### config.mk
export PLATFORM = sky130hd
export DESIGN_NAME = pld_cmd_queue
export DESIGN_NICKNAME = d
export VERILOG_FILES = /design/src/hw/rtl/pld_pkg.sv /design/src/hw/rtl/pld_cmd_queue.sv
export SDC_FILE = /design/constraint.sdc
export NUM_CORES = 1
export LEC_CHECK = 0
export BUFFER_PORTS_ARGS = -buffer_cell sky130_fd_sc_hd__buf_2
export CAP_MARGIN = 5
export CELL_PAD_IN_SITES_DETAIL_PLACEMENT = 2
export CELL_PAD_IN_SITES_GLOBAL_PLACEMENT = 2
export CORE_AREA = 8 8 159 116
export CTS_CLUSTER_SIZE = 28
export DETAILED_ROUTE_END_ITERATION = 8
export DIE_AREA = 0 0 167 124
export GPL_TIMING_DRIVEN = 1
export PLACE_DENSITY_LB_ADDON = 0.1
export SLEW_MARGIN = 10
export SYNTH_ARGS = -nofsm -noshare
export SYNTH_HDL_FRONTEND = slang
export SYNTH_SLANG_ARGS = --single-unit
### constraint.sdc
create_clock -name clk -period 1.8 [get_ports clk]
set_clock_uncertainty 0.05 [all_clocks]
set_input_delay 0.18 -clock clk [delete_from_list [all_inputs] [get_ports clk]]
set_output_delay 0.18 -clock clk [all_outputs]
set_load 0.005 [all_outputs]
### src/hw/rtl/pld_pkg.sv
// Shared types and constants for the PalmDoc LZ77 decompressor.
`timescale 1ns / 1ps
`default_nettype none
package pld_pkg;

  localparam int HIST_DEPTH = 2048;
  localparam int HIST_AW    = $clog2(HIST_DEPTH);
  localparam int DIST_W     = 11;
  localparam int LEN_W      = 4;
  localparam int COUNT_W    = 12;
  localparam logic [COUNT_W-1:0] COUNT_SAT = 12'd2048;

  localparam int CQ_DEPTH = 4;
  localparam int CQ_AW    = $clog2(CQ_DEPTH);

  localparam logic [7:0]       SPACE_CHAR = 8'h20;
  localparam logic [7:0]       HIGH_FLIP  = 8'h80;
  localparam logic [7:0]       PAIR_BASE  = 8'd128;
  localparam logic [7:0]       SPACE_BASE = 8'd192;
  localparam logic [7:0]       RUN_MAX    = 8'd8;
  localparam logic [LEN_W-1:0] LEN_BIAS   = 4'd3;

  typedef enum logic [1:0] {
    ST_OK         = 2'd0,
    ST_TRUNC_LIT  = 2'd1,
    ST_TRUNC_PAIR = 2'd2,
    ST_BAD_DIST   = 2'd3
  } status_t;

  typedef enum logic [1:0] {
    CK_NONE,
    CK_LIT,
    CK_SPACE,
    CK_COPY
  } cmd_kind_t;

  typedef struct packed {
    cmd_kind_t         kind;
    logic [7:0]        data;
    logic [DIST_W-1:0] distance;
    logic [LEN_W-1:0]  len;
    status_t           err;
    logic              last;
    logic              sod;
  } cmd_t;

  typedef enum logic [2:0] {
    BS_IDLE,
    BS_SPACE,
    BS_LIT,
    BS_READ,
    BS_COPY,
    BS_ERR
  } back_state_t;

endpackage
`default_nettype wire

### src/hw/rtl/pld_cmd_queue.sv
// Short command queue between the front end and the back end.
`timescale 1ns / 1ps
`default_nettype none
module pld_cmd_queue (
  input  wire logic          clk,
  input  wire logic          rst,
  input  wire logic          push,
  input  wire pld_pkg::cmd_t wdata,
  output logic               full,
  input  wire logic          pop,
  output pld_pkg::cmd_t      rdata,
  output logic               empty
);
  import pld_pkg::*;

  cmd_t             entries [CQ_DEPTH];
  logic [CQ_AW-1:0] wr_ptr;
  logic [CQ_AW-1:0] rd_ptr;
  logic [CQ_AW:0]   count;
  logic             do_push;
  logic             do_pop;

  assign full    = (count == (CQ_AW + 1)'(CQ_DEPTH));
  assign empty   = (count == '0);
  assign do_push = push && !full;
  assign do_pop  = pop && !empty;
  assign rdata   = entries[rd_ptr];

  always_ff @(posedge clk) begin
    if (do_push) begin
      entries[wr_ptr] <= wdata;
    end
  end

  always_ff @(posedge clk) begin
    if (rst) begin
      wr_ptr <= '0;
      rd_ptr <= '0;
      count  <= '0;
    end else begin
      if (do_push) begin
        wr_ptr <= wr_ptr + 1'b1;
      end
      if (do_pop) begin
        rd_ptr <= rd_ptr + 1'b1;
      end
      case ({do_push, do_pop})
        2'b10:   count <= count + 1'b1;
        2'b01:   count <= count - 1'b1;
        default: count <= count;
      endcase
    end
  end

endmodule
`default_nettype wire

======== Word-level counts from Yosys, hierarchy flattened ========
Memories as Yosys holds them, arrays and structs flattened. A register that Yosys moved wholly into a read port is not among the register bits.
Index checks and enable logic that the tools add are counted.
cells by class
  $add $sub $neg .......................... 4
  reduce and logical (&&, ||, !) cells .... 6
  equal/unequal tests ..................... 3
  mux-type cells .......................... 5
operators with widths
  cell                   number
  $pmux W3 S2            1
  $add A2 B1 Y2 const B  2
  $mux W2                2
  $add A3 B1 Y3 const B  1
  $eq A3 B3 Y1 const B   1
  $logic_not A3 Y1       1
  $sub A3 B1 Y3 const B  1
  $eq A2 B1 Y1 const B   1
  $eq A2 B2 Y1 const B   1
  $logic_and A1 B1 Y1    2
  $logic_not A1 Y1       2
  $mux W1                2
  $reduce_bool A2 Y1     1
word-level totals
  output and inout bits ................... 31
  bits in writable memories ............... 116
  register bits after elaboration ......... 7
  input bits .............................. 33
  memories kept ........................... 1
  logic and storage cells ................. 22
memory list
  name     words  bits a word  read ports  clocked after memory_dff  write ports  RTL line             text
  entries  4      29           1           1                         1            pld_cmd_queue.sv:16  cmd_t entries [CQ_DEPTH];

======== Longest topological paths before layout ========
Gate-level depths: netlist of run 1.
  depth in word-level cells ............... 5
  gate-level depth with buffers ........... 9
  mapped depth without buffers ............ 9

======== Worst setup path before layout of run 1 ========
OpenSTA, ideal clock, no wires.
  path type ............................... register -> register
  from .................................... register count[2]
  to ...................................... register count[2]
  required time ........................... 1680 ps
  cell stages (with the launch flop) ...... 10
  path buffers ............................ 0
  data arrival time ....................... 1927 ps
  setup time .............................. 70 ps
  path slack .............................. -247 ps
  cell sequence ........................... dfxtp_1 nor3b_2 nor2_1 inv_1 ha_1 inv_1 fa_1 xor2_1 or3_1 a21oi_1
on the way
  cells in the longest elaborated chain, start to end .. 5
  elaborated cells on any way between the ends .. 12
  classes of those cells .................. add/sub (2); eq/ne (3); mux (1); reduce/logical (6)
RTL lines
  item                                                      RTL line             text
  start: declaration                                        pld_cmd_queue.sv:19  logic [CQ_AW:0] count;
  start signal: assignment                                  pld_cmd_queue.sv:48  2'b10: count <= count + 1'b1;
  start signal: assignment                                  pld_cmd_queue.sv:49  2'b01: count <= count - 1'b1;
  start signal: assignment                                  pld_cmd_queue.sv:50  default: count <= count;
  $eq A3 B3 Y1 (*)                                          pld_cmd_queue.sv:23  assign full = (count == (CQ_AW + 1)'(CQ_DEPTH));
  named net full                                            pld_cmd_queue.sv:9   output logic full,
  $logic_not A1 Y1 (*)                                      pld_cmd_queue.sv:25  assign do_push = push && !full;
  $logic_and A1 B1 Y1 (*)                                   pld_cmd_queue.sv:25
  $eq A2 B1 Y1 / $eq A2 B2 Y1 (equally long branches)       pld_cmd_queue.sv:47  case ({do_push, do_pop})
  $pmux W3 S2 / $reduce_bool A2 Y1 (equally long branches)  n/a
Mark *: on every way through the listed nets, which the timed path passes. The rest lies on a longest branch.
A chain may end at the register's enable or synchronous reset.

======== Worst setup path after layout of run 1 ========
  from .................................... register count[0]
  to ...................................... register count[2]
on the way
  cells in the longest elaborated chain, start to end .. 5
  elaborated cells on any way between the ends .. 12
  classes of those cells .................. add/sub (2); eq/ne (3); mux (1); reduce/logical (6)
RTL lines
  item                                                      RTL line
  $eq A3 B3 Y1 / $logic_not A3 Y1 (equally long branches)   pld_cmd_queue.sv:23, pld_cmd_queue.sv:24
  $logic_not A1 Y1 (on tied branches)                       pld_cmd_queue.sv:25, pld_cmd_queue.sv:26
  $logic_and A1 B1 Y1 (on tied branches)                    pld_cmd_queue.sv:25, pld_cmd_queue.sv:26
  $eq A2 B1 Y1 / $eq A2 B2 Y1 (equally long branches)       pld_cmd_queue.sv:47
  $pmux W3 S2 / $reduce_bool A2 Y1 (equally long branches)  n/a
Parallel ways exist; a longest one is shown, timed or not.

==> results of run 1 <==
==> area by class of cell <==
type	instances	area, um^2	area share (%)
tap	205	256	3.97
clock inverter	11	168	2.60
inverter	8	30.0	0.465
timing repair buffer	118	937	14.5
sequential	125	3680	56.9
multi-input combinational	65	951	14.7
clock buffer	21	440	6.82
==> state kept, by name, summed over array words and instances (netlist names), named ones only <==
name,flops
count,3
wr_ptr,2
entries,116
rd_ptr,2
==> cell families after synthesis <==
group           after synthesis
compound gates                8
xor+xnor                      3
fa+ha+maj                     6
buf+inv                      15
flops                       125
mux                          30
simple gates                 18
==> repair_timing <==
| action | CTS | global route |
|---|---|---|
| resized for setup | 6 | 6 |
| endpoints found under the hold margin | 116 | 0 |
| endpoints found under the setup margin | 31 | 31 |
| pin swaps | 4 | 4 |
| hold buffers | 29 | 0 |
| gates cloned | 0 | 2 |
| setup buffers | 3 | 0 |
==> worst reg2reg max path, stage by stage, from the launching register on <==
cell	delay, ns
dfxtp_4	0.35
nor3b_4	0.21
nor2_2	0.07
inv_1	0.07
ha_2	0.18
inv_2	0.04
fa_2	0.32
xor2_1	0.16
or3_1	0.33
a21oi_2	0.12
==> layout by cell type (no fill, tap or decap), drive strengths merged <==
master       instances
and2                 4
a21oi                4
buf                 87
o21ai                3
xor2                 3
clkinvlp             2
ha                   5
edfxtp             116
nor3                 1
clkbuf              23
inv                  8
o31ai                1
mux4                29
or3                  3
nor2                 6
bufinv               4
nand2b               2
nand2                1
nor3b                1
dfxtp                9
clkinv               5
mux2i                1
dlygate4sd3         29
fa                   1
==> metal layers <==
| metal | vias to the layer above | routed length, um | global-route usage, % | part of all wire (%) |
|---|---|---|---|---|
| met1 | 1254 | 5110 | 14.1 | 47 |
| met5 | - | 0 | 0 | 0 |
| met4 | 0 | 102 | 4.71 | 0.94 |
| met2 | 55 | 5140 | 17.6 | 48 |
| met3 | 8 | 465 | 2.82 | 4.3 |
| li1 | 1100 | - | - | - |
==> synth_stat cells <==
master,instances,area [um^2]
fa_1,1,20.0
nor2_1,6,22.5
clkbuf_1,1,3.75
o31ai_1,1,7.51
dfxtp_1,9,180
buf_2,2,10.0
or3_1,3,18.8
buf_4,1,7.51
edfxtp_1,116,3480
inv_1,8,30.0
buf_12,1,20.0
mux4_2,28,631
and2_1,4,25.0
xor2_1,3,26.3
ha_1,5,62.6
o21ai_0,3,15.0
nor3b_2,1,12.5
nand2b_1,2,12.5
buf_6,1,11.3
nand2_1,1,3.75
a21oi_1,4,20.0
buf_1,1,3.75
mux2i_1,1,10.0
nor3_1,1,5.00
mux4_1,1,26.3
==> metrics by stage <==
step	TNS [ns]	utilization, %
global route	-5.02	40.5
finish	-2.91	40.5
floorplan	-0.155	-
global placement	-0.130	34.1
CTS	-3.08	40.0
detailed placement	-0.240	34.1
==> power groups by stage <==
stage | clock (mW) | sequential, mW | combinational [mW]
detailed placement | 0 | 3.66 | 2.00
finish | 3.50 | 3.63 | 2.19
CTS | 3.61 | 3.61 | 2.11
floorplan | 0 | 3.62 | 1.13
global placement | 0 | 3.64 | 1.98
global route | 3.72 | 3.66 | 2.40
==> worst paths after layout <==
kind,end,slack (ns)
setup / recovery,count[2]$_SDFFE_PP0P_,-0.16
setup reg to reg,count[2]$_SDFFE_PP0P_,-0.16
hold / removal,count[2]$_SDFFE_PP0P_,0.02
hold reg to reg,flop,0.44
==> flow_summary.ini, run 1 <==
[cts]
clk_root_buffer_cell = clkbuf_16
ctsLongestPathBuffers = 2
path_clk_slew_ns = 0.06
tritoncts = built
clock_latency_ns = 0.40
cts.sinks = 125
htreeDepth = 4
numCtsBuffers = 17

[drt]
ant_nets = 0
dr_total_vias = 2417
dr.pass1.iters = 4
vias_per_cell = 4.37
routed_wl_um = 10800
wl_per_cell_um = 19.6
drc = 0
drt_iter0_drc = 119

[setup_path]
cp.arrival_ns = 2.24
critPathRequiredTime_ns = 2.08
critical_path.startpoint = count[0]$_SDFFE_PP0P_
critPathTopFamily = simple AND/OR/NAND/NOR gates
path_cells = nor3b_4 -> nor2_2 -> inv_1 -> ha_2 -> inv_2 -> fa_2 -> xor2_1 -> or3_1 -> a21oi_2
rr_worst_depth = 9
cpMaxStageDelayCell = dfxtp_4
critPathCaptureType = flop
critical_path_buf_inv_count = 2
worstSetupPathType = reg2reg
critPathMaxStageDelay_ns = 0.35
critPathMaxFanout = 3
cp-start-kind = flop
r2r-start = count[0]$_SDFFE_PP0P_
crit_cells = 9

[logic_synthesis]
ys_types = 25
synth_mux_area_share_pct = 14.3
synth_top_family_by_area = multiplexers
ys_seq_area_share_pct = 78.5
synth_compound_area_share_pct = 0.911
syn_area_per_cell_um2 = 22.8
synthesis.nets = 244
yosys_warnings = 0
synth_xor_area_share_pct = 0.563
ys_ff_latch = 125
synth_cells = 205
synth_area_um2 = 4670
synth_adder_area_share_pct = 1.77
synthSimpleGateAreaFrac_pct = 2.14

[timing]
setup_ws_ns = -0.161
tightestPinTransition_ns = 0.436
period_share_pct = 109
rsz0062_at_grt = true
maxSlewHeadroom_pct = 70.7
min_period_ns = 1.96
timing.hold.ws_ns = 0.0242
fmax_mhz = 510
setup_viol = 30
hold_viol_final = 0
finalMaxSlewViolations = 0

[pwr]
p_per_area_nw_per_um2 = 1440
clkPwrFrac_pct = 37.6
p_switching_mw = 2.27
p_comb_share_pct = 23.5
swShare_pct = 24.4
ir_worst_vdd_v = 0.000602
seqPwrFrac_pct = 38.9
internal-power_mw = 7.04
finalPower_mw = 9.31
p_leak_nw = 2.27

[floorplan]
die_area_um2 = 20700
die_w_um = 167
rows = 39
initial_utilization_pct = 29.3
coreArea_um2 = 16000
die_h_um = 124
ios = 64

[final_layout]
finalNonFillerCells = 553
final_area_um2 = 6460
nNetsFinal = 374
areaGrowthSynthToFinish_pct = 38.4
drive_gt1_share_pct = 46.6
n_fill_cell = 1495
num_antenna_cells = 0

[hold_path]
worstHoldStart = rst
hold_depth = 2
hp-class = in2reg

[global_route]
overflow = 0
grt_pass1_wl_um = 16700
grt_start_max_net_pins = 25
antenna_found_initial = 0
grt_use_total_pct = 11.0
first_global_vias = 2826

[outcome]
outcome = complete, but fails checks
violations = negative setup slack

[placed_design]
routabilityCongestion = 0.668
dpl_cell_area_um2 = 5440
port_buffers = 63
place_ws_ns = -0.155
placedCellCount = 487
dp.final_hpwl_um = 6900

[flow_run]
maxCapViolations = 0
No activity file was read; power rests on OpenSTA's default activity.
==> run 2: changes to the inputs <==
--- a/config.mk
+++ b/config.mk
@@ -5,8 +5,9 @@
 export SDC_FILE = /design/constraint.sdc
 export NUM_CORES = 1
 export LEC_CHECK = 0
+export ABC_CLOCK_PERIOD_IN_PS = 1800
 export BUFFER_PORTS_ARGS = -buffer_cell sky130_fd_sc_hd__buf_2
-export CAP_MARGIN = 5
+export CAP_MARGIN = 30
 export CELL_PAD_IN_SITES_DETAIL_PLACEMENT = 2
 export CELL_PAD_IN_SITES_GLOBAL_PLACEMENT = 2
 export CORE_AREA = 8 8 159 116
==> constraint.sdc (replaced) <==
create_clock -name clk -period 1.8 [get_ports clk]
set_clock_uncertainty 0.05 [all_clocks]
set_input_delay 0.09 -clock clk [delete_from_list [all_inputs] [get_ports clk]]
set_output_delay 0.09 -clock clk [all_outputs]
set_load 0.005 [all_outputs]
==> flow_summary.ini, run 2 (synthesis results as in run 1) <==
[outcome]
outcome = complete, but fails checks
violations = negative setup slack

[setup_path]
critPathMaxFanout = 4
r2r_slack_ns = -0.12
reg2reg_to = count[2]$_SDFFE_PP0P_
r2r-start = count[0]$_SDFFE_PP0P_
worstSetupPathType = reg2reg
critPathRequiredTime_ns = 2.08
rr_worst_depth = 9
critPathCaptureType = flop
cp-start-kind = flop
cp.arrival_ns = 2.20

[final_layout]
top_register = entries
nNetsFinal = 374
drive_gt1_share_pct = 47.7
finalNonFillerCells = 553
n_fill_cell = 1528
multi_input_area_um2 = 957
num_antenna_cells = 0
fin_util_pct = 40.5
areaGrowthSynthToFinish_pct = 38.3
register_area_um2 = 3670
largest_reg_flops = 116
layout_common_cells = 116 x edfxtp_1, 59 x buf_2, 30 x dlygate4sd3_1
final_common_cell = edfxtp_1
top_regs = entries x116, count x3

[floorplan]
coreArea_um2 = 16000
initial_utilization_pct = 29.3
rows = 39
die_w_um = 167
die_area_um2 = 20700
ios = 64
die_h_um = 124

[timing]
tightestPinTransition_ns = 0.406
setup_viol = 19
period_share_pct = 107
finalMaxSlewViolations = 0
setup_ws_ns = -0.118
hold_viol_final = 0
fmax_mhz = 521
timing.hold.ws_ns = 0.0414
maxSlewHeadroom_pct = 72.7
rsz0062_at_grt = true
min_period_ns = 1.92

[cts]
clock_latency_ns = 0.41
tritoncts = built
ctsLongestPathBuffers = 2
clk_root_buffer_cell = clkbuf_16
cts.sinks = 125
numCtsBuffers = 17
htreeDepth = 4
path_clk_slew_ns = 0.06

[pwr]
swShare_pct = 26.3
seqPwrFrac_pct = 39.9
clkPwrFrac_pct = 35.9
finalPower_mw = 9.10
p_per_area_nw_per_um2 = 1410
p_leak_nw = 2.25
internal-power_mw = 6.71
p_comb_share_pct = 24.2
p_switching_mw = 2.40
ir_worst_vdd_v = 0.000572

[global_route]
grt_start_max_net_pins = 26
grt.busiest_layer = met2
met2_usage_pct = 17.2
grt_pass1_wl_um = 16500
use_met1_pct = 13.4
antenna_found_initial = 0
grt_use_total_pct = 10.7
overflow = 0
first_global_vias = 2762
met3_usage_pct = 3.67

[drt]
ant_nets = 0
wl_per_cell_um = 19.0
dr.pass1.iters = 4
drc = 0
routed_wl_um = 10500
drt_iter0_drc = 76
vias_per_cell = 4.31
dr_total_vias = 2381

[flow_run]
maxCapViolations = 0

[hold_path]
worstHoldStart = push
min_to = wr_ptr[0]$_SDFFE_PP0P_
hp-class = in2reg
hold_depth = 4

[placed_design]
port_buffers = 63
routabilityCongestion = 0.663
placedCellCount = 486
dp.final_hpwl_um = 6810
==> run 2: cell types whose count changed in the layout (fill, tap and decap cells not counted), sizes merged <==
cell / before / now
bufinv: 4 / 1
clkinv: 5 / 4
clkinvlp: 2 / 3
dlygate4sd3: 29 / 30
inv: 8 / 15
clkbuf: 23 / 18
==> run 2: worst max-delay path by stage <==
stage | from | endpoint | slack [ns] | depth (start not counted)
2_1_floorplan | count[0]$_SDFFE_PP0P_ | count[2]$_SDFFE_PP0P_ | -0.14 | 9
3_3_place_gp | count[0]$_SDFFE_PP0P_ | count[2]$_SDFFE_PP0P_ | -0.11 | 9
3_5_place_dp | count[0]$_SDFFE_PP0P_ | count[2]$_SDFFE_PP0P_ | -0.15 | 9
4_1_cts | count[1]$_SDFFE_PP0P_ | count[2]$_SDFFE_PP0P_ | -0.15 | 9
5_1_grt | count[0]$_SDFFE_PP0P_ | count[2]$_SDFFE_PP0P_ | -0.20 | 9
6_report | count[0]$_SDFFE_PP0P_ | count[2]$_SDFFE_PP0P_ | -0.12 | 9
==> run 2: power by group through the flow <==
stage / registers, mW / logic, mW / clock network [mW]
after floorplan: 3.62 / 1.13 / 0
after global placement: 3.65 / 1.98 / 0
after detailed placement: 3.66 / 2.00 / 0
after CTS: 3.62 / 2.13 / 3.39
after global routing: 3.66 / 2.43 / 3.51
final: 3.63 / 2.20 / 3.27
==> run 2: metrics by stage <==
stage / setup TNS [ns] / setup WS (ns) / cell area [um^2]
2_1_floorplan: -0.155 / -0.144 / 4690
3_3_place_gp: -0.111 / -0.111 / 5450
3_5_place_dp: -0.174 / -0.147 / 5450
4_1_cts: -1.70 / -0.155 / 6360
5_1_grt: -2.50 / -0.199 / 6460
6_report: -0.510 / -0.118 / 6460
==> run 2: timing repair <==
item,in CTS,in global routing
resized for setup,3,12
setup endpoints to repair,25,26
gates cloned,1,1
buffers inserted,0,3
pin swaps,1,5
endpoints found under the hold margin,124,0
hold buffers,30,0
==> run 2: metal layers <==
layer	wire length (um)	share of wire [%]	vias to the layer above
li1	-	-	1103
met4	79	0.75	0
met3	419	4.0	9
met5	0	0	-
met2	5090	48	48
met1	4930	47	1221
==> run 2: final cells by class <==
class / count / share of cell area, %
clock inverters: 15 / 2.34
multi-input cells: 65 / 14.8
repair buffers: 118 / 14.9
clock buffers: 17 / 6.59
flip-flops and latches: 125 / 56.9
inverters: 8 / 0.465
well taps: 205 / 3.97
==> run 2: critical path, stage by stage (launching register included) <==
cell,delay (ns)
dfxtp_4,0.36
nor3b_4,0.22
nor2_2,0.07
inv_2,0.06
ha_4,0.13
inv_2,0.03
fa_2,0.32
xor2_1,0.16
or3_1,0.31
a21oi_1,0.13
==> run 3: changes to the inputs <==
--- a/config.mk
+++ b/config.mk
@@ -10,10 +10,10 @@
 export CAP_MARGIN = 30
 export CELL_PAD_IN_SITES_DETAIL_PLACEMENT = 2
 export CELL_PAD_IN_SITES_GLOBAL_PLACEMENT = 2
-export CORE_AREA = 8 8 159 116
+export CORE_AREA = 2 2 153 110
 export CTS_CLUSTER_SIZE = 28
 export DETAILED_ROUTE_END_ITERATION = 8
-export DIE_AREA = 0 0 167 124
+export DIE_AREA = 0 0 155 112
 export GPL_TIMING_DRIVEN = 1
 export PLACE_DENSITY_LB_ADDON = 0.1
 export SLEW_MARGIN = 10
==> flow_summary.ini, run 3 (synthesis results as in run 1) <==
[outcome]
outcome = complete, but fails checks
violations = negative setup slack

[floorplan]
ios = 64
initial_utilization_pct = 29.3
rows = 39
coreArea_um2 = 16000
die_h_um = 112
die_w_um = 155
die_area_um2 = 17400

[timing]
period_share_pct = 108
timing.hold.ws_ns = 0.0515
hold_viol_final = 0
finalMaxSlewViolations = 0
setup_ws_ns = -0.146
rsz0062_at_grt = true
min_period_ns = 1.95
maxSlewHeadroom_pct = 74.4
tightestPinTransition_ns = 0.381
fmax_mhz = 514
setup_viol = 18

[hold_path]
worstHoldStart = push
hp-class = in2reg

[placed_design]
dp.final_hpwl_um = 6760
place_ws_ns = -0.214
port_buffers = 63
placedCellCount = 487
dpl_cell_area_um2 = 5460
routabilityCongestion = 0.672

[cts]
clock_latency_ns = 0.41
tritoncts = built
numCtsBuffers = 17
clk_root_buffer_cell = clkbuf_16
htreeDepth = 4
cts.sinks = 125
ctsLongestPathBuffers = 2
path_clk_slew_ns = 0.06

[drt]
wl_per_cell_um = 19.1
drt_iter0_drc = 96
vias_per_cell = 4.39
routed_wl_um = 10600
ant_nets = 0
dr_total_vias = 2445
drc = 0
dr.pass1.iters = 4

[global_route]
overflow = 0
antenna_found_initial = 0
grt_start_max_net_pins = 20
first_global_vias = 2755
grt_use_total_pct = 13.3
grt_pass1_wl_um = 16600

[setup_path]
r2r_slack_ns = -0.15
reg2reg_to = count[2]$_SDFFE_PP0P_
critPathCaptureType = flop
critPathMaxFanout = 2
worstSetupPathType = reg2reg
cp-start-kind = flop
critical_path.startpoint = count[0]$_SDFFE_PP0P_
r2r-start = count[0]$_SDFFE_PP0P_
critPathRequiredTime_ns = 2.09
cp-endpoint = count[2]$_SDFFE_PP0P_
cp.arrival_ns = 2.24
rr_worst_depth = 9

[pwr]
ir_worst_vdd_v = 0.000600
p_leak_nw = 2.29
p_per_area_nw_per_um2 = 1440
p_switching_mw = 2.34
clkPwrFrac_pct = 36.0
internal-power_mw = 7.04
seqPwrFrac_pct = 38.4
swShare_pct = 24.9
p_comb_share_pct = 25.7

[final_layout]
nNetsFinal = 379
drive_gt1_share_pct = 48.0
areaGrowthSynthToFinish_pct = 39.9
register_area_um2 = 3680
top_regs = entries x116, count x3
top_register = entries
final_common_cell = edfxtp_1
layout_common_cells = 116 x edfxtp_1, 57 x buf_2, 30 x dlygate4sd3_1
largest_reg_flops = 116
n_fill_cell = 1520
final_area_um2 = 6530
multi_input_area_um2 = 972
finalNonFillerCells = 557
num_antenna_cells = 0

[flow_run]
maxCapViolations = 0
## run 3: critical path, stage by stage (launching register included)
cell	delay [ns]
dfxtp_4	0.35
nor3b_4	0.22
nor2_2	0.07
inv_2	0.07
ha_4	0.13
inv_2	0.03
fa_2	0.33
xor2_1	0.16
or3_4	0.34
a21oi_2	0.13
## run 3: worst min-delay path by stage
stage	endpoint	slack, ns	depth (start not counted)
floorplan	entries[0][0]$_DFFE_PP_	0.14	0
global placement	entries[3][13]$_DFFE_PP_	0.26	1
detailed placement	entries[1][13]$_DFFE_PP_	0.27	1
CTS	wr_ptr[0]$_SDFFE_PP0P_	0.05	4
global route	wr_ptr[0]$_SDFFE_PP0P_	0.08	4
finish	wr_ptr[0]$_SDFFE_PP0P_	0.05	4
## run 3: power groups by stage
stage                     Clock (mW)  Sequential, mW  Combinational (mW)
after floorplan                    0            3.62                1.13
after global placement             0            3.68                1.96
after detailed placement           0            3.69                1.99
after CTS                       3.45            3.61                2.41
after global routing            3.57            3.63                2.64
final                           3.37            3.60                2.41
## run 3: area by class of cell
cell class / instances / area share, %
Clock buffer: 17 / 6.51
Clock inverter: 14 / 2.34
Inverter: 8 / 0.460
Multi-Input combinational cell: 65 / 14.9
Sequential cell: 125 / 56.3
Tap cell: 205 / 3.93
Timing Repair Buffer: 123 / 15.6
## run 3: per-layer routing
layer  vias to the layer above  wire [um]  global-route usage, %
li1                       1112          -                      -
met1                      1272       5090                   17.9
met2                        50       4990                   20.2
met3                        11        408                   4.48
met4                         0        126                   5.00
met5                         -          0                      0
## run 3: timing repair
action / in CTS / in global routing
gates resized for setup: 17 / 11
endpoints found under the hold margin: 124 / 0
pin swaps: 4 / 7
gates cloned: 1 / 0
setup endpoints to repair: 31 / 29
setup buffers: 6 / 4
hold buffers: 30 / 0
## run 3: stage by stage
step                      utilization [%]  setup TNS [ns]  power (mW)
final                                40.9          -0.497        9.38
after CTS                            40.7           -1.87        9.47
after global placement               34.2          -0.177        5.64
after global routing                 40.9           -2.55        9.83
after floorplan                         -          -0.155        4.75
after detailed placement             34.2          -0.364        5.68
