--- src/hw/rtl/pld_pkg.sv ---
// Shared types and constants for the PalmDoc LZ77 decompressor.
`timescale 1ns / 1ps
`default_nettype none
package pld_pkg;

  localparam int HIST_DEPTH = 2048;
  localparam int HIST_AW    = $clog2(HIST_DEPTH);
  localparam int DIST_W     = 11;
  localparam int LEN_W      = 4;
  localparam int COUNT_W    = 12;
  localparam logic [COUNT_W-1:0] COUNT_SAT = 12'd2048;

  localparam int CQ_DEPTH = 4;
  localparam int CQ_AW    = $clog2(CQ_DEPTH);

  localparam logic [7:0]       SPACE_CHAR = 8'h20;
  localparam logic [7:0]       HIGH_FLIP  = 8'h80;
  localparam logic [7:0]       PAIR_BASE  = 8'd128;
  localparam logic [7:0]       SPACE_BASE = 8'd192;
  localparam logic [7:0]       RUN_MAX    = 8'd8;
  localparam logic [LEN_W-1:0] LEN_BIAS   = 4'd3;

  typedef enum logic [1:0] {
    ST_OK         = 2'd0,
    ST_TRUNC_LIT  = 2'd1,
    ST_TRUNC_PAIR = 2'd2,
    ST_BAD_DIST   = 2'd3
  } status_t;

  typedef enum logic [1:0] {
    CK_NONE,
    CK_LIT,
    CK_SPACE,
    CK_COPY
  } cmd_kind_t;

  typedef struct packed {
    cmd_kind_t         kind;
    logic [7:0]        data;
    logic [DIST_W-1:0] distance;
    logic [LEN_W-1:0]  len;
    status_t           err;
    logic              last;
    logic              sod;
  } cmd_t;

  typedef enum logic [2:0] {
    BS_IDLE,
    BS_SPACE,
    BS_LIT,
    BS_READ,
    BS_COPY,
    BS_ERR
  } back_state_t;

endpackage
`default_nettype wire

--- src/hw/rtl/pld_front.sv ---
// Front end: accepts compressed bytes, tracks decode state and issues commands.
`timescale 1ns / 1ps
`default_nettype none
module pld_front (
  input  wire logic          clk,
  input  wire logic          rst,
  input  wire logic          in_valid,
  output logic               in_ready,
  input  wire logic [7:0]    data_byte,
  input  wire logic          last_of_record,
  input  wire logic          start_of_document,
  output logic               q_push,
  output pld_pkg::cmd_t      q_wdata,
  input  wire logic          q_full
);
  import pld_pkg::*;

  logic [LEN_W-1:0]   literal_remaining, literal_remaining_next;
  logic               pair_pending, pair_pending_next;
  logic [7:0]         pair_high_byte, pair_high_byte_next;
  logic               draining, draining_next;
  logic [COUNT_W-1:0] produced_count, produced_count_next;
  logic               sod_pending, sod_pending_next;

  logic [LEN_W-1:0]   lrem_eff;
  logic               pp_eff;
  logic               drain_eff;
  logic [COUNT_W-1:0] count_eff;
  logic [15:0]        word;
  logic [DIST_W-1:0]  distance;
  logic [LEN_W-1:0]   len;
  logic [LEN_W-1:0]   emitted;
  logic [COUNT_W:0]   count_sum;
  logic               accept;
  logic               push;
  cmd_t               cmd;

  assign in_ready = !q_full;
  assign accept   = in_valid && in_ready;
  assign word     = {pair_high_byte, data_byte};
  assign distance = word[13:3];
  assign len      = {1'b0, word[2:0]} + LEN_BIAS;

  always_comb begin
    lrem_eff  = start_of_document ? '0 : literal_remaining;
    pp_eff    = start_of_document ? 1'b0 : pair_pending;
    drain_eff = start_of_document ? 1'b0 : draining;
    count_eff = start_of_document ? '0 : produced_count;

    literal_remaining_next = lrem_eff;
    pair_pending_next      = pp_eff;
    pair_high_byte_next    = pair_high_byte;
    draining_next          = drain_eff;
    emitted                = '0;
    push                   = 1'b0;

    cmd.kind     = CK_NONE;
    cmd.data     = data_byte;
    cmd.distance = distance;
    cmd.len      = len;
    cmd.err      = ST_OK;
    cmd.last     = last_of_record;
    cmd.sod      = sod_pending || start_of_document;

    if (drain_eff) begin
      if (last_of_record) begin
        draining_next = 1'b0;
      end
    end else if (lrem_eff != '0) begin
      push                   = 1'b1;
      cmd.kind               = CK_LIT;
      emitted                = 4'd1;
      literal_remaining_next = lrem_eff - 4'd1;
      if (last_of_record && (literal_remaining_next != '0)) begin
        cmd.err = ST_TRUNC_LIT;
      end
    end else if (pp_eff) begin
      push              = 1'b1;
      pair_pending_next = 1'b0;
      if ((distance == '0) || (COUNT_W'(distance) > count_eff)) begin
        cmd.err = ST_BAD_DIST;
      end else begin
        cmd.kind = CK_COPY;
        emitted  = len;
      end
    end else if (data_byte inside {[8'd1:RUN_MAX]}) begin
      literal_remaining_next = data_byte[LEN_W-1:0];
      if (last_of_record) begin
        push    = 1'b1;
        cmd.err = ST_TRUNC_LIT;
      end
    end else if (data_byte < PAIR_BASE) begin
      push     = 1'b1;
      cmd.kind = CK_LIT;
      emitted  = 4'd1;
    end else if (data_byte < SPACE_BASE) begin
      pair_pending_next   = 1'b1;
      pair_high_byte_next = data_byte;
      if (last_of_record) begin
        push    = 1'b1;
        cmd.err = ST_TRUNC_PAIR;
      end
    end else begin
      push     = 1'b1;
      cmd.kind = CK_SPACE;
      cmd.data = data_byte ^ HIGH_FLIP;
      emitted  = 4'd2;
    end

    if (cmd.err != ST_OK) begin
      literal_remaining_next = '0;
      pair_pending_next      = 1'b0;
      if (!last_of_record) begin
        draining_next = 1'b1;
      end
    end

    count_sum = {1'b0, count_eff} + (COUNT_W + 1)'(emitted);
    if (count_sum >= {1'b0, COUNT_SAT}) begin
      produced_count_next = COUNT_SAT;
    end else begin
      produced_count_next = count_sum[COUNT_W-1:0];
    end

    if (push) begin
      sod_pending_next = 1'b0;
    end else begin
      sod_pending_next = sod_pending || start_of_document;
    end
  end

  assign q_push  = accept && push;
  assign q_wdata = cmd;

  always_ff @(posedge clk) begin
    if (rst) begin
      literal_remaining <= '0;
      pair_pending      <= 1'b0;
      pair_high_byte    <= '0;
      draining          <= 1'b0;
      produced_count    <= '0;
      sod_pending       <= 1'b0;
    end else if (accept) begin
      literal_remaining <= literal_remaining_next;
      pair_pending      <= pair_pending_next;
      pair_high_byte    <= pair_high_byte_next;
      draining          <= draining_next;
      produced_count    <= produced_count_next;
      sod_pending       <= sod_pending_next;
    end
  end

endmodule
`default_nettype wire

--- config.mk ---
export PLATFORM = sky130hd
export DESIGN_NAME = pld_front
export DESIGN_NICKNAME = d
export VERILOG_FILES = /design/src/hw/rtl/pld_pkg.sv /design/src/hw/rtl/pld_front.sv
export SDC_FILE = /design/constraint.sdc
export NUM_CORES = 1
export LEC_CHECK = 0
export CORE_UTILIZATION = 28
export CTS_CLUSTER_SIZE = 14
export DETAILED_ROUTE_END_ITERATION = 12
export DONT_BUFFER_PORTS = 1
export SLEW_MARGIN = 20
export SYNTH_ARGS = -nofsm -noshare
export SYNTH_HDL_FRONTEND = slang
export SYNTH_SLANG_ARGS = --single-unit
--- constraint.sdc ---
create_clock -name clk -period 4.8 [get_ports clk]
set_input_delay 0.96 -clock clk [delete_from_list [all_inputs] [get_ports clk]]
set_output_delay 0.96 -clock clk [all_outputs]
set_load 0.005 [all_outputs]
Word-level counts from Yosys, hierarchy flattened
Cells that the tools add are included.
{"block": "word_totals", "ff_bits": 25, "in_bits": 14}
{"block": "classes", "addsub": 3, "magnitude_cmp": 6, "n_mux": 56, "bitwise_logic": 6, "n_reduce_logical": 12}
{"op": "4-bit 2-to-1 mux", "n": 10}
{"op": "10-bit 2-to-1 mux", "n": 3}
{"op": "2-bit 2-to-1 mux", "n": 15}
{"op": "12-bit 2-to-1 mux", "n": 2}
{"op": "8-bit 2-to-1 mux", "n": 3}
{"op": "1-bit 2-to-1 mux", "n": 23}
{"op": "8-bit < comparator (second input constant)", "n": 2}
{"op": "12-bit by 4-bit adder with 13-bit output", "n": 1}
{"op": "13-bit by 12-bit >= comparator with 1-bit output (second input constant)", "n": 1}
{"op": "11-bit by 12-bit greater-than comparator with 1-bit output", "n": 1}
{"op": "11-bit logical NOT", "n": 1}
{"op": "8-bit by 1-bit >= comparator with 1-bit output (second input constant)", "n": 1}
{"op": "8-bit by 4-bit <= comparator with 1-bit output (second input constant)", "n": 1}
{"op": "4-bit nonzero test", "n": 2}
{"op": "7-bit AND reduction", "n": 1}
{"op": "1-bit inverter", "n": 6}
{"op": "3-bit by 2-bit adder with 4-bit output (second input constant)", "n": 1}
{"op": "1-bit logical AND", "n": 4}
{"op": "4-bit by 1-bit subtractor with 4-bit output (second input constant)", "n": 1}
{"op": "1-bit logical OR", "n": 2}
{"op": "2-bit nonzero test", "n": 1}
{"op": "1-bit logical NOT", "n": 1}

Depth between registers and ports, before layout
Gate-level depths: netlist (run 1).
{"block": "depth", "depth_word": 10, "depth_mapped": 20, "depth_no_buf": 18}

Worst setup path after synthesis (run 1)
OpenSTA, ideal clock, no wires.
{"block": "synth_timing", "kind": "input port to flip-flop", "from": "input start_of_document", "to": "register produced_count[5]", "setup_ns": 0.114, "arrival_time_ns": 4.601, "setup_slack_ns": 0.085, "cell_stages": 20, "n_path_buf": 3, "path_cell_list": "buf_6 > buf_2 > clkbuf_1 > nand2b_1 > ha_1 > nor2b_1 > o21ai_0 > a21boi_0 > o31ai_1 > nand4_1 > a21oi_1 > ha_1 > inv_1 > fa_1 > nor2b_1 > o21ai_0 > and4b_2 > o31ai_2 > a21oi_1 > a21o_1"}
{"block": "synth_between", "elab_chain_len": 10}
{"item": "from (decl)", "line": "pld_front.sv:11", "rtl": "input wire logic start_of_document,"}
{"item": "12-bit 2-to-1 mux", "line": "pld_front.sv:48", "rtl": "count_eff = start_of_document ? '0 : produced_count;"}
{"item": "11-bit by 12-bit greater-than comparator with 1-bit output", "line": "pld_front.sv:80", "rtl": "if ((distance == '0) || (COUNT_W'(distance) > count_eff)) begin"}
{"item": "1-bit logical OR", "line": "pld_front.sv:80"}
{"item": "4-bit 2-to-1 mux", "line": "pld_front.sv:80"}
{"item": "4-bit 2-to-1 mux", "line": "pld_front.sv:77", "rtl": "end else if (pp_eff) begin"}
{"item": "4-bit 2-to-1 mux", "line": "pld_front.sv:69", "rtl": "end else if (lrem_eff != '0) begin"}
{"item": "4-bit 2-to-1 mux", "line": "pld_front.sv:65", "rtl": "if (drain_eff) begin"}
{"item": "12-bit by 4-bit adder with 13-bit output *", "line": "pld_front.sv:118", "rtl": "count_sum = {1'b0, count_eff} + (COUNT_W + 1)'(emitted);"}
{"item": "13-bit by 12-bit >= comparator with 1-bit output", "line": "pld_front.sv:119", "rtl": "if (count_sum >= {1'b0, COUNT_SAT}) begin"}
{"item": "12-bit 2-to-1 mux *", "line": "pld_front.sv:119"}
{"item": "to (signal assigned)", "line": "pld_front.sv:148", "rtl": "produced_count <= produced_count_next;"}
{"item": "to (decl)", "line": "pld_front.sv:22", "rtl": "logic [COUNT_W-1:0] produced_count, produced_count_next;"}
Every way passes the cells marked *; elsewhere a longest branch is shown, timed or not.
A chain may end at the register's enable or synchronous reset.

Final worst setup path (run 1)
{"block": "layout_timing", "from": "input start_of_document", "to": "register produced_count[8]"}
Same word-level chain as after synthesis.

==> results of run 1 <==
[cells in the mapped netlist, types with 2 or more instances]
cell and count:
inv_1 16, and2_1 2, nor2b_1 9, a21o_1 6, nand3_1 12, a41oi_1 2, nor4_1 5, o21ai_1 3
o211ai_1 2, a31oi_1 4, nand2b_1 15, and2b_1 2, a22o_1 2, xor2_1 3, dfxtp_1 25, clkbuf_1 5
and3_1 4, nand4_1 4, nor3b_1 3, o31ai_1 3, o21a_1 3, or2_2 2, xnor2_1 3, nor2_1 15
ha_1 21, nand2_1 30, buf_4 13, a211o_1 2, o21ai_0 18, a21oi_1 22, a21boi_0 4, nor3_1 7
a211oi_1 3
[registers in the layout, summed over array words and instances, names as in the netlist]
| signal | count |
|---|---|
| sod_pending | 1 |
| produced_count | 12 |
| pair_pending | 1 |
| literal_remaining | 4 |
| pair_high_byte | 6 |
| draining | 1 |
[repair_timing]
item | 4_1_cts | 5_1_grt
endpoints found under the setup margin | 0 | 1
setup buffers | 0 | 0
resized for setup | 0 | 1
[power groups by stage]
stage	combinational, mW	clock [mW]	sequential, mW
after floorplan	0.0619	0	0.217
after global placement	0.0628	0	0.218
after detailed placement	0.0634	0	0.218
after CTS	0.0638	0.133	0.213
after global routing	0.0725	0.140	0.214
final	0.0644	0.130	0.213
[metal layers]
metal | global-route usage | up-vias | routed length, um
met1 | 0.211 | 988 | 2940
li1 | - | 1028 | -
met3 | 0.0327 | 13 | 450
met2 | 0.237 | 98 | 2620
met5 | 0 | - | 0
met4 | 0.0410 | 0 | 107
[worst register-to-register path, cell delays in order, from the launching register on]
cell,delay (ns)
dfxtp_1,0.41
and2b_1,0.20
inv_1,0.07
ha_1,0.27
nand4_1,0.08
nor3_1,0.06
a21boi_0,0.12
o31ai_1,0.34
buf_4,0.19
nand3_1,0.14
nor3_1,0.27
ha_1,0.31
o21ai_0,0.25
o21ai_1,0.20
a31oi_1,0.40
nor3_2,0.15
or4_4,0.51
o211ai_2,0.07
[worst paths after layout]
check	from	to	slack, ns	cells past startpoint
max reg2reg	produced_count[4]	produced_count[8]	0.71	17
max	start_of_document	produced_count[8]	0.38	16
min reg2reg	produced_count[2]	produced_count[2]	0.47	2
min	produced_count[2]	produced_count[2]	0.47	2
[kinds of logic after synthesis]
group	synth area share
DFF	0.224
AOI/OAI and AO/OA	0.252
adders and majority gates	0.126
xor gates and xnor gates	0.0235
buffers and inverters	0.0878
and+or+nand+nor	0.287
[area by class of cell]
cell class / count / area (um^2)
repair buffers: 3 / 22.5
flip-flops and latches: 25 / 500
multi-input cells: 233 / 1550
inverters: 16 / 60.1
clock inverters: 1 / 5.00
well taps: 102 / 128
fillers: 824 / 5420
clock buffers: 3 / 41.3
==> qor.yml, run 1 <==
slowest_delay_ns: 0.50
clockPowerShare: 0.319
yosysTopAreaCellShare: 0.224
io_buffer_count: 0
cts-htree-levels: 1
comb_power_share: 0.158
drt-pass1-iter-count: 5
hold_viol: 0
vias: 2127
start_util: 0.290
fin_crit_ns: 4.42
cts_buffers: 3
synth.distinct_cells: 58
die_w_um: 91.4
drive_gt1_frac: 0.0498
grt_pass1_wl_um: 10100
final_common_cell: "nand2_1"
swShare: 0.278
hold_class: "flop to flop"
root_buffer: "clkbuf_8"
start_kind: "input port"
yosys_warnings: 0
fmax_mhz: 226
die_h_um: 91.4
top_level_ports: 45
crit_path_end_kind: "flop"
crit_path_top_delay_cell: "or4_4"
switching_power_mw: 0.113
crit_path_cell_trace: "nand2b_1 -> ha_1 -> a21o_1 -> a21oi_1 -> nor2_1 -> o31ai_1 -> buf_4 -> nand3_1 -> nor3_1 -> ha_1 -> o21ai_0 -> o21ai_1 -> a31oi_1 -> nor3_2 -> or4_4 -> o211ai_2"
place_ws_ns: 0.139
crit_family: "compound AO/OA/AOI/OAI gates"
avgRoutedWirePerCell_um: 16.0
synth.area.top_cells: "dfxtp_1 22%, ha_1 12%, nand2_1 5.0%, a21oi_1 4.9%, buf_4 4.4%"
p_leak_nw: 0.908
synthCells: 295
crit_arrival_ns: 4.64
critPathKind: "input port to flop"
cp_max_fo: 37
cpMostUsedCell: "ha_1"
setup_violations: 0
synth_largest_area_cell: "dfxtp_1"
slew_headroom: 0.384
worstMarginPinSlew_ns: 0.921
antenna_cells_inserted: 0
max-vdd-ir-drop_v: 0.0000961
ys_ff_latch: 25
dp.cells: 379
finalPower_mw: 0.408
clock_skew_ns: 0.00769
dieArea_um2: 8360
drt-total-wl_um: 6120
finalNetCount: 318
core_um2: 7730
syn-num-nets: 331
finalSetupTns_ns: 0
crit_required_ns: 5.02
rows: 32
syn-cell-area_um2: 2240
layout_setup_ws_ns: 0.377
cts_buffer_depth: 2
min_period_over_period: 0.921
final_cell_count_no_fill: 383
cts_tree: "yes"
pwr-share-seq: 0.523
final_area_um2: 2310
status: "completed"
drv_cap: 0
antenna_found_initial: 0
grtUsageTotal: 0.152
async_flop_share: 0
drcViolationCount: 0
rsz0062_at_grt: "false"
cts.sinks: 25
gr-total-overflow: 0
mostFrequentLayoutCells: "30 x nand2_1, 25 x dfxtp_1, 22 x a21oi_1"
syn2layout_area_growth_pct: 3.07
clk_latency_ns: 0.28
antenna_left: 0
dpl_cell_area_um2: 2250
dp.final_hpwl_um: 4830
postCtsHoldBufs: 0
vias_per_cell: 5.55
synth_top_flop_cell: "dfxtp_1"
first_global_vias: 1955
slew_viol_final: 0
cts.reportedPaths.clkPinSlew_ns: 0.10
p_per_area_nw_per_um2: 177
yosysSeqAreaShare: 0.224
path_buf_inv: 1
whs_ns: 0.470
drt_iter0_markers: 160
gp_congestion: 0.874
grt_max_degree: 38
synth_edf_count: 0
synth_area_per_cell_um2: 7.59
post-route-util: 0.299
cellInternalPower_mw: 0.294
Power figures use the tool's default switching activity.
==> run 2, diff against run 1 <==
- BUFFER_PORTS_ARGS: default -> -buffer_cell sky130_fd_sc_hd__buf_2
- DONT_BUFFER_PORTS: 1 -> default
==> qor.yml, run 2 (synthesized netlist as in run 1, its figures left out) <==
status: "completed"
cp_max_fo: 17
rows: 32
crit_arrival_ns: 4.65
finalNetCount: 370
drcViolationCount: 0
cts-htree-levels: 1
r2r_slack_ns: 0.93
drive_gt1_frac: 0.198
rsz0062_at_grt: "true"
clock_skew_ns: 0.0118
final_common_cell: "buf_2"
cts_buffers: 3
min_period_over_period: 0.926
drt-total-wl_um: 6310
drv_cap: 0
worstRegToRegCells: 17
cts_tree: "yes"
syn2layout_area_growth_pct: 15.4
hold_viol: 0
setup_violations: 0
p_leak_nw: 1.13
cts.sinks: 25
cts_buffer_depth: 2
vias: 2323
clk_latency_ns: 0.28
top_level_ports: 45
max-vdd-ir-drop_v: 0.000125
avgRoutedWirePerCell_um: 14.5
die_w_um: 91.4
postCtsHoldBufs: 0
slowest_delay_ns: 0.49
crit_path_end_kind: "flop"
grt_pass1_wl_um: 10300
grtUsageTotal: 0.154
crit_path_top_delay_cell: "or4_4"
vias_per_cell: 5.34
final_cell_count_no_fill: 435
antenna_left: 0
first_global_vias: 2125
critPathKind: "input port to flop"
grt_max_degree: 18
core_um2: 7730
post-route-util: 0.334
p_per_area_nw_per_um2: 172
io_buffer_count: 44
root_buffer: "clkbuf_8"
top_register: "produced_count"
hold_class: "flop to flop"
crit_path_cell_trace: "buf_2 -> and2b_1 -> inv_1 -> ha_1 -> nand4_1 -> nor3_1 -> a21boi_0 -> o31ai_1 -> buf_4 -> a41oi_1 -> nor2_1 -> ha_1 -> a211oi_1 -> o21ai_1 -> a31oi_2 -> nor3_2 -> or4_4 -> o211ai_2"
gr-total-overflow: 0
start_util: 0.290
reg2reg_to: "produced_count[8]"
rr_startpoint: "produced_count[4]"
largest_reg_flops: 12
worstMarginPinSlew_ns: 0.961
start_kind: "input port"
cpMostUsedCell: "ha_1"
cp-startpoint: "start_of_document"
finalSetupTns_ns: 0
fin_crit_ns: 4.44
drt-pass1-iter-count: 6
fmax_mhz: 225
dp.cells: 431
dp.final_hpwl_um: 5070
antenna_cells_inserted: 0
slew_viol_final: 0
largestRegisters: "produced_count x12, pair_high_byte x6, literal_remaining x4"
gp_congestion: 0.898
dieArea_um2: 8360
crit_required_ns: 5.01
die_h_um: 91.4
drt_iter0_markers: 135
antenna_found_initial: 0
mostFrequentLayoutCells: "44 x buf_2, 30 x nand2_1, 25 x dfxtp_1"
endpoint: "produced_count[8]"
slew_headroom: 0.357
cts.reportedPaths.clkPinSlew_ns: 0.09
==> run 2: cell type report <==
class                      count  area, um^2
sequential                    25         500
multi-input combinational    233        1550
fill                         851        5140
inverter                      16        60.1
clock buffer                   4        45.0
tap                          102         128
timing repair buffer          55         303
==> run 2: power breakdown <==
group,internal [mW],switching [mW]
Combinational,0.0406,0.0564
Sequential,0.210,0.00279
Clock,0.0596,0.0747
Total,0.311,0.134
==> run 2: repair_timing <==
item                                    CTS  global route
resized for setup                         0             1
buffers inserted                          0             0
endpoints found under the setup margin    0             2
==> run 2: critical path: cells and delay by family <==
kind	cells	cell delay, ns
AND/OR/NAND/NOR	6	1.21
AO/OA/AOI/OAI	7	1.46
buffers and inverters	3	0.41
adder cells (fa/ha/maj)	2	0.61
==> run 2: worst min-delay path by stage <==
stage | cells after the start | start | endpoint | slack, ns
final | 2 | produced_count[3] | produced_count[3] | 0.47
after global routing | 1 | produced_count[0] | produced_count[0] | 0.50
after CTS | 2 | produced_count[2] | produced_count[2] | 0.48
after detailed placement | 1 | produced_count[0] | produced_count[0] | 0.45
after global placement | 2 | produced_count[3] | produced_count[3] | 0.44
after floorplan | 2 | produced_count[1] | produced_count[1] | 0.43
==> run 2: routing by layer <==
metal,wire length (um),part of all wire,GRT usage,vias up
li1,-,-,-,1133
met1,3080,0.49,0.221,1085
met2,2750,0.44,0.239,99
met3,432,0.068,0.0243,6
met4,50,0.0079,0.0357,0
met5,0,0,0,-
==> run 2: stage by stage <==
| stage | cell area, um^2 | total power [mW] | hold slack (ns) | worst slack (ns) |
|---|---|---|---|---|
| floorplan | 2240 | 0.279 | 0.426 | 0.0851 |
| global placement | 2530 | 0.314 | 0.443 | 0.187 |
| detailed placement | 2530 | 0.314 | 0.454 | 0.0670 |
| CTS | 2580 | 0.452 | 0.482 | 0.317 |
| global route | 2580 | 0.470 | 0.502 | -0.00161 |
| finish | 2580 | 0.444 | 0.472 | 0.357 |
==> run 3, diff against run 2 <==
- clock period: 4.8 -> 4.2 ns (I/O delays scaled with it)
==> qor.yml, run 3 (synthesized netlist as in run 1, its figures left out) <==
drt-total-wl_um: 6800
max-vdd-ir-drop_v: 0.000104
start_kind: "input port"
gp_congestion: 0.879
cpMostUsedCell: "buf_4"
path_buf_inv: 4
clock_skew_ns: 0.00561
crit_path_cell_trace: "buf_4 -> buf_4 -> nand2b_4 -> ha_4 -> a21oi_1 -> o21ai_1 -> nor3b_2 -> o31ai_4 -> nand4_1 -> a21oi_2 -> ha_2 -> inv_2 -> fa_2 -> nor2b_1 -> o21ai_1 -> and4b_2 -> o31ai_4 -> buf_4 -> o21ai_0"
avgRoutedWirePerCell_um: 14.9
start_util: 0.290
comb_power_share: 0.245
cts.reportedPaths.clkPinSlew_ns: 0.10
cts.sinks: 25
drt-pass1-iter-count: 4
top_register: "produced_count"
root_buffer: "clkbuf_8"
drive_gt1_frac: 0.315
finalNetCount: 392
crit_required_ns: 4.37
largestRegisters: "produced_count x12, pair_high_byte x6, literal_remaining x4"
status: "completed"
dieArea_um2: 8360
hold_class: "flop to flop"
crit_path_top_delay_cell: "o31ai_4"
min_period_over_period: 0.960
switching_power_mw: 0.159
cts_buffers: 3
clk_latency_ns: 0.28
drt-met1-wl_um: 3350
antenna_found_initial: 0
largest_reg_flops: 12
cellInternalPower_mw: 0.364
final_common_cell: "buf_2"
routed-wl-met3_um: 241
core_um2: 7730
drcViolationCount: 0
hold_viol: 0
vias_per_cell: 5.16
antenna_cells_inserted: 0
slowest_delay_ns: 0.34
syn2layout_area_growth_pct: 31.0
pwr-share-seq: 0.467
io_buffer_count: 44
p_per_area_nw_per_um2: 178
grtUsageTotal: 0.166
die_w_um: 91.4
dr_wl_met2_um: 3120
postCtsHoldBufs: 0
crit_arrival_ns: 4.20
clockPowerShare: 0.288
cts-htree-levels: 1
dp.final_hpwl_um: 5470
vias: 2357
drt_iter0_markers: 155
crit_path_end_kind: "flop"
cp_max_fo: 14
first_global_vias: 2169
top_level_ports: 45
swShare: 0.304
crit_family: "compound AO/OA/AOI/OAI gates"
critPathKind: "input port to flop"
post-route-util: 0.380
setup_violations: 0
slew_headroom: 0.335
cts_tree: "yes"
finalSetupTns_ns: 0
grt_max_degree: 24
drv_cap: 0
grt_pass1_wl_um: 11100
rows: 32
highest_layer: "met4"
mostFrequentLayoutCells: "43 x buf_2, 34 x buf_4, 30 x nand2_1"
p_leak_nw: 1.30
gr-total-overflow: 0
antenna_left: 0
cts_buffer_depth: 2
fmax_mhz: 248
fin_crit_ns: 4.03
slew_viol_final: 0
die_h_um: 91.4
worstMarginPinSlew_ns: 0.994
-- run 3: changes by cell type in the layout (fill, tap and decap cells not counted), sizes merged --
cell,delta
buf,+22
clkbuf,-1
clkinv,+1
-- run 3: routing by layer --
layer	track usage	vias up
met1	0.236	1107
met5	0	-
met2	0.266	66
met3	0.0209	6
li1	-	1178
met4	0.0397	0
-- run 3: path summary, 6_finish.rpt --
kind / start / to / slack [ns] / cells after the start
setup / recovery: start_of_document / produced_count[2] / 0.17 / 19
hold / removal: literal_remaining[0] / literal_remaining[0] / 0.50 / 2
setup reg to reg: produced_count[7] / produced_count[2] / 0.56 / 17
hold reg to reg: literal_remaining[0] / literal_remaining[0] / 0.50 / 2
-- run 3: power by group through the flow --
stage	clock network, mW	logic, mW	registers [mW]
after CTS	0.154	0.123	0.244
after floorplan	0	0.0794	0.249
final	0.151	0.128	0.244
after detailed placement	0	0.122	0.250
after global placement	0	0.121	0.250
after global routing	0.169	0.142	0.245
-- run 3: worst register-to-register path: stages, from the launching register on --
cell and delay (ns):
dfxtp_1 0.48, nand2b_4 0.09, ha_1 0.31, a21oi_1 0.13, o21ai_1 0.07, nor3b_2 0.17
o31ai_4 0.34, nand4_1 0.16, a21oi_2 0.17, ha_2 0.20, inv_2 0.04, fa_2 0.34
nor2b_1 0.12, o21ai_1 0.09, and4b_2 0.26, o31ai_4 0.31, buf_4 0.17, o21ai_0 0.07
-- run 3: layout make-up --
type / count / area [um^2]
Sequential cell: 25 / 500
Multi-Input combinational cell: 233 / 1730
Inverter: 16 / 60.1
Tap cell: 102 / 128
Clock buffer: 3 / 41.3
Fill cell: 820 / 4790
Clock inverter: 1 / 5.00
Timing Repair Buffer: 77 / 470
-- run 3: repair_timing --
item                       4_1_cts  5_1_grt
resized for setup                0       10
setup endpoints to repair        0       11
setup buffers                    0        1
-- run 3: metrics by stage --
| step | setup WS (ns) | hold slack (ns) | power [mW] | cell area (um^2) | std cells |
|---|---|---|---|---|---|
| global placement | -0.172 | 0.454 | 0.371 | 2830 | 452 |
| detailed placement | -0.249 | 0.484 | 0.372 | 2830 | 452 |
| finish | 0.167 | 0.499 | 0.523 | 2930 | 457 |
| CTS | 0.0141 | 0.499 | 0.521 | 2880 | 456 |
| floorplan | -0.00897 | 0.434 | 0.328 | 2400 | 295 |
| global route | -0.0114 | 0.523 | 0.556 | 2930 | 457 |
